--- config.mk ---
export PLATFORM = sky130hd
export DESIGN_NAME = xmodem_block_receiver_core
export DESIGN_NICKNAME = d
export VERILOG_FILES = /design/src/xbr_pkg.sv /design/src/xbr_datapath.sv /design/src/xbr_ctrl.sv /design/src/xmodem_block_receiver_core.sv
export SDC_FILE = /design/constraint.sdc
export NUM_CORES = 1
export LEC_CHECK = 0
export ABC_AREA = 1
export BUFFER_PORTS_ARGS = -buffer_cell sky130_fd_sc_hd__clkbuf_2
export CORE_AREA = 2 2 123 125
export DETAILED_ROUTE_END_ITERATION = 16
export DIE_AREA = 0 0 125 127
export GPL_ROUTABILITY_DRIVEN = 0
export GPL_TIMING_DRIVEN = 0
export PLACE_DENSITY = 0.48
export SLEW_MARGIN = 10
export SYNTH_ARGS = -nofsm -noshare
export SYNTH_HDL_FRONTEND = slang
export SYNTH_SLANG_ARGS = --single-unit
--- constraint.sdc ---
create_clock -name aclk -period 4.15 [get_ports aclk]
set_input_delay 0.415 -clock aclk [delete_from_list [all_inputs] [get_ports aclk]]
set_output_delay 0.415 -clock aclk [all_outputs]
set_load 0.05 [all_outputs]
--- src/xbr_pkg.sv ---
// Package for the XMODEM block receiver: codes, sizes, word and command types.
// Used by xbr_ctrl, xbr_datapath and xmodem_block_receiver_core; depends on nothing.
package xbr_pkg;

    localparam int DATA_BYTES = 5;
    localparam int POS_W      = $clog2(DATA_BYTES + 3);
    localparam int IDX_W      = (DATA_BYTES > 1) ? $clog2(DATA_BYTES) : 1;

    localparam logic [1:0] REQ_BYTE  = 2'd0;
    localparam logic [1:0] REQ_START = 2'd1;
    localparam logic [1:0] REQ_ERROR = 2'd2;

    localparam logic [1:0] KIND_DATA  = 2'd0;
    localparam logic [1:0] KIND_ACK   = 2'd1;
    localparam logic [1:0] KIND_NAK   = 2'd2;
    localparam logic [1:0] KIND_ABORT = 2'd3;

    localparam logic [7:0] CH_SOH = 8'h01;
    localparam logic [7:0] CH_ETX = 8'h03;
    localparam logic [7:0] CH_EOT = 8'h04;

    typedef struct packed {
        logic [1:0] req_type;
        logic [7:0] rx_byte;
    } xbr_in_t;

    typedef struct packed {
        logic [1:0] kind;
        logic [7:0] data_byte;
        logic       seq_mismatch;
        logic       last;
    } xbr_out_t;

    // Controller to datapath
    typedef struct packed {
        logic       idx_clr;
        logic       idx_inc;
        logic       cap_num;
        logic       cap_inv;
        logic       cap_data;
        logic       rd_issue;
        logic       out_load;
        logic [1:0] out_kind;
        logic       out_last;
        logic       ack_check;
        logic       exp_reset;
        logic       exp_bump;
    } xbr_cmd_t;

    // Datapath to controller
    typedef struct packed {
        logic blk_ok;
        logic rd_etx;
        logic idx_last;
        logic out_free;
    } xbr_stat_t;

endpackage

--- src/xbr_datapath.sv ---
// Datapath of the XMODEM block receiver: header registers, payload store,
// running checksum, expected block number and the output word register. Uses xbr_pkg.
module xbr_datapath import xbr_pkg::*; (
    input  logic      aclk,
    input  logic      aresetn,
    input  xbr_in_t   in_word,
    input  xbr_cmd_t  cmd,
    output xbr_stat_t stat,
    output logic      m_valid,
    input  logic      m_ready,
    output xbr_out_t  m_data
);

    logic [7:0]       store_mem [DATA_BYTES];
    logic [7:0]       rd_data_reg;
    logic [IDX_W-1:0] idx_reg;
    logic [7:0]       sum_reg;
    logic [7:0]       block_num_reg;
    logic [7:0]       block_inv_reg;
    logic [7:0]       expected_reg;
    logic             m_valid_reg;
    xbr_out_t         m_data_reg;
    xbr_out_t         out_next;

    always_ff @(posedge aclk) begin
        if (cmd.cap_data) begin
            store_mem[idx_reg] <= in_word.rx_byte;
        end
        if (cmd.rd_issue) begin
            rd_data_reg <= store_mem[idx_reg];
        end
    end

    always_ff @(posedge aclk) begin
        if (!aresetn) begin
            idx_reg       <= '0;
            sum_reg       <= '0;
            block_num_reg <= '0;
            block_inv_reg <= '0;
            expected_reg  <= 8'd1;
        end else begin
            if (cmd.idx_clr) begin
                idx_reg <= '0;
                sum_reg <= '0;
            end else if (cmd.cap_data) begin
                idx_reg <= idx_reg + 1'b1;
                sum_reg <= sum_reg + in_word.rx_byte;
            end else if (cmd.idx_inc) begin
                idx_reg <= idx_reg + 1'b1;
            end
            if (cmd.cap_num) begin
                block_num_reg <= in_word.rx_byte;
            end
            if (cmd.cap_inv) begin
                block_inv_reg <= in_word.rx_byte;
            end
            if (cmd.exp_reset) begin
                expected_reg <= 8'd1;
            end else if (cmd.exp_bump) begin
                expected_reg <= expected_reg + 8'd1;
            end
        end
    end

    always_comb begin
        out_next              = '0;
        out_next.kind         = cmd.out_kind;
        out_next.last         = cmd.out_last;
        out_next.data_byte    = (cmd.out_kind == KIND_DATA) ? rd_data_reg : 8'd0;
        out_next.seq_mismatch = cmd.ack_check && (block_num_reg != expected_reg);
    end

    always_ff @(posedge aclk) begin
        if (!aresetn) begin
            m_valid_reg <= 1'b0;
        end else if (cmd.out_load) begin
            m_valid_reg <= 1'b1;
        end else if (m_ready) begin
            m_valid_reg <= 1'b0;
        end
    end

    always_ff @(posedge aclk) begin
        if (cmd.out_load) begin
            m_data_reg <= out_next;
        end
    end

    assign stat.blk_ok   = (~block_num_reg == block_inv_reg) && (sum_reg == in_word.rx_byte);
    assign stat.rd_etx   = (rd_data_reg == CH_ETX);
    assign stat.idx_last = (idx_reg == IDX_W'(DATA_BYTES - 1));
    assign stat.out_free = !m_valid_reg || m_ready;

    assign m_valid = m_valid_reg;
    assign m_data  = m_data_reg;

endmodule

--- src/xbr_ctrl.sv ---
// Controller of the XMODEM block receiver: session phase, byte position and
// the sequencer that plays a good block out of the store. Uses xbr_pkg.
module xbr_ctrl import xbr_pkg::*; (
    input  logic      aclk,
    input  logic      aresetn,
    input  logic      s_valid,
    output logic      s_ready,
    input  xbr_in_t   in_word,
    input  xbr_stat_t stat,
    output xbr_cmd_t  cmd
);

    localparam logic [1:0] PH_IDLE  = 2'd0;
    localparam logic [1:0] PH_HUNT  = 2'd1;
    localparam logic [1:0] PH_BLOCK = 2'd2;

    localparam logic [1:0] ST_IDLE = 2'd0;
    localparam logic [1:0] ST_READ = 2'd1;
    localparam logic [1:0] ST_EMIT = 2'd2;
    localparam logic [1:0] ST_ACK  = 2'd3;

    logic [1:0]       state_reg, state_next;
    logic [1:0]       phase_reg, phase_next;
    logic [POS_W-1:0] pos_reg, pos_next;
    logic             accept;

    assign s_ready = (state_reg == ST_IDLE) && stat.out_free;
    assign accept  = s_valid && s_ready;

    always_comb begin
        state_next = state_reg;
        phase_next = phase_reg;
        pos_next   = pos_reg;
        cmd        = '0;
        unique case (state_reg)
            ST_IDLE: begin
                if (accept) begin
                    case (in_word.req_type)
                        REQ_START: begin
                            phase_next    = PH_HUNT;
                            pos_next      = '0;
                            cmd.exp_reset = 1'b1;
                            cmd.out_load  = 1'b1;
                            cmd.out_kind  = KIND_NAK;
                            cmd.out_last  = 1'b1;
                        end
                        REQ_ERROR: begin
                            if (phase_reg == PH_BLOCK) begin
                                phase_next   = PH_HUNT;
                                pos_next     = '0;
                                cmd.out_load = 1'b1;
                                cmd.out_kind = KIND_NAK;
                                cmd.out_last = 1'b1;
                            end else if (phase_reg == PH_HUNT) begin
                                phase_next   = PH_IDLE;
                                cmd.out_load = 1'b1;
                                cmd.out_kind = KIND_ABORT;
                                cmd.out_last = 1'b1;
                            end
                        end
                        REQ_BYTE: begin
                            if (phase_reg == PH_HUNT) begin
                                if (in_word.rx_byte == CH_EOT) begin
                                    phase_next   = PH_IDLE;
                                    cmd.out_load = 1'b1;
                                    cmd.out_kind = KIND_ACK;
                                    cmd.out_last = 1'b1;
                                end else if (in_word.rx_byte == CH_SOH) begin
                                    phase_next  = PH_BLOCK;
                                    pos_next    = '0;
                                    cmd.idx_clr = 1'b1;
                                end
                            end else if (phase_reg == PH_BLOCK) begin
                                if (pos_reg == POS_W'(0)) begin
                                    cmd.cap_num = 1'b1;
                                    pos_next    = pos_reg + 1'b1;
                                end else if (pos_reg == POS_W'(1)) begin
                                    cmd.cap_inv = 1'b1;
                                    pos_next    = pos_reg + 1'b1;
                                end else if (pos_reg < POS_W'(DATA_BYTES + 2)) begin
                                    cmd.cap_data = 1'b1;
                                    pos_next     = pos_reg + 1'b1;
                                end else begin
                                    phase_next = PH_HUNT;
                                    pos_next   = '0;
                                    if (stat.blk_ok) begin
                                        cmd.idx_clr = 1'b1;
                                        state_next  = ST_READ;
                                    end else begin
                                        cmd.out_load = 1'b1;
                                        cmd.out_kind = KIND_NAK;
                                        cmd.out_last = 1'b1;
                                    end
                                end
                            end
                        end
                        default: ;
                    endcase
                end
            end
            ST_READ: begin
                cmd.rd_issue = 1'b1;
                state_next   = ST_EMIT;
            end
            ST_EMIT: begin
                // hold until the word fits; drop ETX pad bytes
                if (stat.rd_etx || stat.out_free) begin
                    if (!stat.rd_etx) begin
                        cmd.out_load = 1'b1;
                        cmd.out_kind = KIND_DATA;
                    end
                    if (stat.idx_last) begin
                        state_next = ST_ACK;
                    end else begin
                        cmd.idx_inc = 1'b1;
                        state_next  = ST_READ;
                    end
                end
            end
            ST_ACK: begin
                if (stat.out_free) begin
                    cmd.out_load  = 1'b1;
                    cmd.out_kind  = KIND_ACK;
                    cmd.out_last  = 1'b1;
                    cmd.ack_check = 1'b1;
                    cmd.exp_bump  = 1'b1;
                    state_next    = ST_IDLE;
                end
            end
            default: state_next = ST_IDLE;
        endcase
    end

    always_ff @(posedge aclk) begin
        if (!aresetn) begin
            state_reg <= ST_IDLE;
            phase_reg <= PH_IDLE;
            pos_reg   <= '0;
        end else begin
            state_reg <= state_next;
            phase_reg <= phase_next;
            pos_reg   <= pos_next;
        end
    end

endmodule

--- src/xmodem_block_receiver_core.sv ---
// Top level of the XMODEM checksum block receiver.
// Depends on xbr_pkg, xbr_ctrl and xbr_datapath.
//
//   channel  direction  handshake           word
//   s_       in         s_valid / s_ready   xbr_in_t  (req_type, rx_byte)
//   m_       out        m_valid / m_ready   xbr_out_t (kind, data_byte, seq_mismatch, last)
//
// Flow: a byte, start or error event is taken on s_, and its single word (if any)
// shows on m_ in the cycle after. After the checksum byte of a good block, the
// payload store, which has one registered read port, is played out byte by byte: a read
// state, then a check/emit state for each stored byte, then an ACK state.
// Reset: aresetn low at a clock edge clears the sequencer, phase and output valid,
// and sets the expected block number to one.
// Stalls: the output register holds a word until m_ready; s_ready drops while a
// block plays out or while the output register is full and not being drained.
module xmodem_block_receiver_core import xbr_pkg::*; (
    input  logic     aclk,
    input  logic     aresetn,
    input  logic     s_valid,
    output logic     s_ready,
    input  xbr_in_t  s_data,
    output logic     m_valid,
    input  logic     m_ready,
    output xbr_out_t m_data
);

    xbr_cmd_t  cmd;
    xbr_stat_t stat;

    // Sequencing: session phase, header/payload position, block playout
    xbr_ctrl u_ctrl (
        .aclk    (aclk),
        .aresetn (aresetn),
        .s_valid (s_valid),
        .s_ready (s_ready),
        .in_word (s_data),
        .stat    (stat),
        .cmd     (cmd)
    );

    // Storage and checks: header, payload store, checksum, output word register
    xbr_datapath u_datapath (
        .aclk    (aclk),
        .aresetn (aresetn),
        .in_word (s_data),
        .cmd     (cmd),
        .stat    (stat),
        .m_valid (m_valid),
        .m_ready (m_ready),
        .m_data  (m_data)
    );

endmodule

==> metrics.txt <==
IO Port Bufs=27; initial drt markers=265; DR vias=3759; HPWL Detailed=about 8.6 mm; RSZ-0062 raised after global routing=no; clock skew=5.765 ps; Largest register FFs=40; Setup Crit Path Kind=register to register; Yosys warnings=0; slew margin rel.=0.2895; static leakage=between 2 and 2.5 nW; Setup TNS Final=0 ps; detailed-router iteration count before antenna repair=4; FF-to-FF path depth=9; Final period util=0.7087; Final ANT Viol Nets=0; Starting Density=0.3465; clock group share of total power=0.402; sequential area share after synthesis=0.5328; GRT overflow=0; slowest stage cell, crit path=nor4_2; row count=44; switching share of power=0.2374; number of placed instances, taps included=about 760; crit path max fanout=10; FMAX=roughly 340 MHz; Mapped Cells=551; die span in y=between 100 and 150 um; post-route insts no fill=slightly below 800; Ant. Diodes=0; Critical Path Sink Type=register; flops & latches, synth=103; post-CTS resize count=0; number of global-route vias before repair=about 3800; Pint=~1.6 mW; crit start category=register; final wirelength=11.74 mm; Sinks on Clock Net=103; Die X-Extent=125 um; Max Cap Viol=0; synthesized area=between 4000 and 5000 um^2; area occupied by multi-input gates=just under 2000 um^2; CTS buffer count=9; CTS Buffer Depth=2; Worst Hold Launch=s_data[1]; setup slack, reg-to-reg=about 1200 ps; total power=2.077 mW; largest net degree at the start of global routing=17; combinational power share=0.069; crit-path cells=inv_1, ha_1, inv_2, nor3_4, nand3_4, nor2_8, inv_4, buf_2, nor4_2; drc violations=0; area grow syn2layout=13.09%; Final Setup Violations=0; FF-to-FF Start=u_ctrl.state_reg[0]; FF+latch area=around 2700 um^2; Die Footprint=15880 um^2; Netlist cell types=44; WP data arrival=approximately 2900 ps; synthesized net count=586; Worst Hold Path Cells=1; Least-Margin Pin Slew=1058 ps; first-pass GRT wire length=19.49 mm; final number of max-transition violations=0; Hold Fails Final Rpt=0; fillers=approximately 1500; share of layout cells above drive strength 1=0.1094; status=finished clean; clk root buf=clkbuf_16; All-Layer GR Usage=0.1569; initial antenna violation count=0; post-CTS setup buffer count=0; CP max stage delay=760 ps; Final nets=624; cell area power density=approximately 370 nW/um^2; WHS Endpoint=u_datapath.store_mem[4][1]; CTS tree=yes; hold buffers post-CTS=0; VDD IR max=0.1927 mV; Flop pwr share=0.528; H-tree Lvls=3; Reg clk slew, reported paths=70 ps; Req. time, crit path=between 4000 and 5000 ps; DR WL/cell=15.08 um; Core Footprint=14420 um^2; switching power=492.9 uW; RR Endpoint=u_datapath.store_mem[3][3]; Avg Cell Area, Syn=9.069 um^2; via/cell ratio=4.832; Worst-Skew Late Latency=between 300 and 400 ps; hold crit path type=input port to register; number of I/O pins=28; Tmin final=roughly 2900 ps
worst max-delay path by stage:
stage	from	endpoint	slack, ps
floorplan	u_ctrl.state_reg[0]	u_datapath.store_mem[2][0]	1780
global placement	u_ctrl.state_reg[0]	u_datapath.store_mem[2][2]	1110
detailed placement	u_ctrl.state_reg[0]	u_datapath.store_mem[3][3]	1150
CTS	u_ctrl.state_reg[0]	u_datapath.store_mem[3][3]	1110
global route	u_ctrl.state_reg[0]	u_datapath.store_mem[2][3]	900
finish	u_ctrl.state_reg[0]	u_datapath.store_mem[3][3]	1210
layout make-up:
cell class              count  share of cell area
clock inverters             2            0.002657
inverters                  80             0.05358
flip-flops and latches    103              0.4711
clock buffers              14             0.04848
plain buffers               9            0.007749
multi-input cells         359              0.3518
repair buffers             27             0.02391
well taps                 184             0.04074
synthesized netlist by cell type (all sizes together):
cell type,instances,area (um^2)
o21ai,26,133.9
edfxtp,60,1802
o211ai,1,7.510
nand3,19,112.6
dfxtp,43,860.8
and2,1,6.260
nor3b,1,7.510
and3,2,12.51
buf,5,28.77
ha,20,250.2
a211oi,5,37.54
nor4,6,62.56
nand2,102,387.9
a32o,8,80.08
xor2,9,78.83
inv,80,302.8
clkbuf,4,15.01
nor3,15,96.35
and3b,1,8.760
nand4,16,100.1
xnor2,3,26.28
nor2,78,314.0
fa,1,20.02
a31oi,2,12.51
a21boi,2,15.01
a21oi,36,183.9
or2,4,25.02
a41oi,1,8.760
cell usage in the layout (no fill, tap or decap), types with 2 or more instances in the layout:
master | netlist | final
nor3_2 | 2 | 2
o21ai_0 | 24 | 24
nand3_1 | 17 | 17
inv_1 | 78 | 78
nand2_2 | 2 | 2
edfxtp_1 | 60 | 60
buf_4 | 2 | 2
a32o_1 | 8 | 8
clkbuf_1 | 4 | 6
nor4_2 | 4 | 4
buf_2 | 2 | 2
nand4_1 | 16 | 16
a31oi_1 | 2 | 2
xor2_1 | 9 | 9
xnor2_1 | 3 | 3
or2_2 | 2 | 2
nor4_1 | 2 | 2
and3_1 | 2 | 2
a21oi_1 | 35 | 35
clkbuf_8 | 0 | 3
nand2_1 | 100 | 100
dfxtp_1 | 43 | 43
a211oi_1 | 5 | 5
nor2_1 | 75 | 75
clkbuf_16 | 0 | 9
ha_1 | 20 | 20
clkbuf_2 | 0 | 27
nor3_1 | 12 | 12
a21boi_0 | 2 | 2
or2_1 | 2 | 2
nor2_2 | 2 | 2
clkinvlp_4 | 0 | 2
power groups by stage:
stage               Sequential [mW]  Combinational, mW  Clock, mW
detailed placement             1.12              0.145          0
global route                   1.10              0.161      0.885
floorplan                      1.14             0.0734          0
finish                         1.10              0.144      0.835
CTS                            1.10              0.146      0.852
global placement               1.12              0.144          0
metal layers:
layer  track usage  up-vias  wire length (um)
li1              -     1925                 -
met1        0.2181     1770              5893
met2        0.2519       53              5227
met3       0.02094       11               413
met4       0.05882        0               201
met5             0        -                 0
kinds of logic (layout without fill, tap and decap cells):
family          Yosys count  count (layout)  synth area share
buf+inv                  89             132           0.06935
fa+ha+maj                21              21           0.05408
compound gates           81              81           0.09590
flops                   103             103            0.5328
simple gates            245             245            0.2268
xor+xnor                 12              12           0.02103
through the flow:
step	area [um^2]	hold slack, ps	utilization	worst slack, ps
3_3_place_gp	5363	455.6	0.3718	1108
5_1_grt	5652	427.4	0.3918	902.3
4_1_cts	5652	410.7	0.3918	1114
3_5_place_dp	5363	461.6	0.3718	1149
6_report	5652	406.4	0.3918	1209
2_1_floorplan	4997	443.7	-	1782
worst max-delay path: cells and delay by family, from the launching register on:
family / cells / cell delay, ps
and+or+nand+nor: 4 / 1480
adders and majority gates: 1 / 230
buffers and inverters: 4 / 490
DFF: 1 / 330
Note: power is estimated with default switching activity, not from simulation.
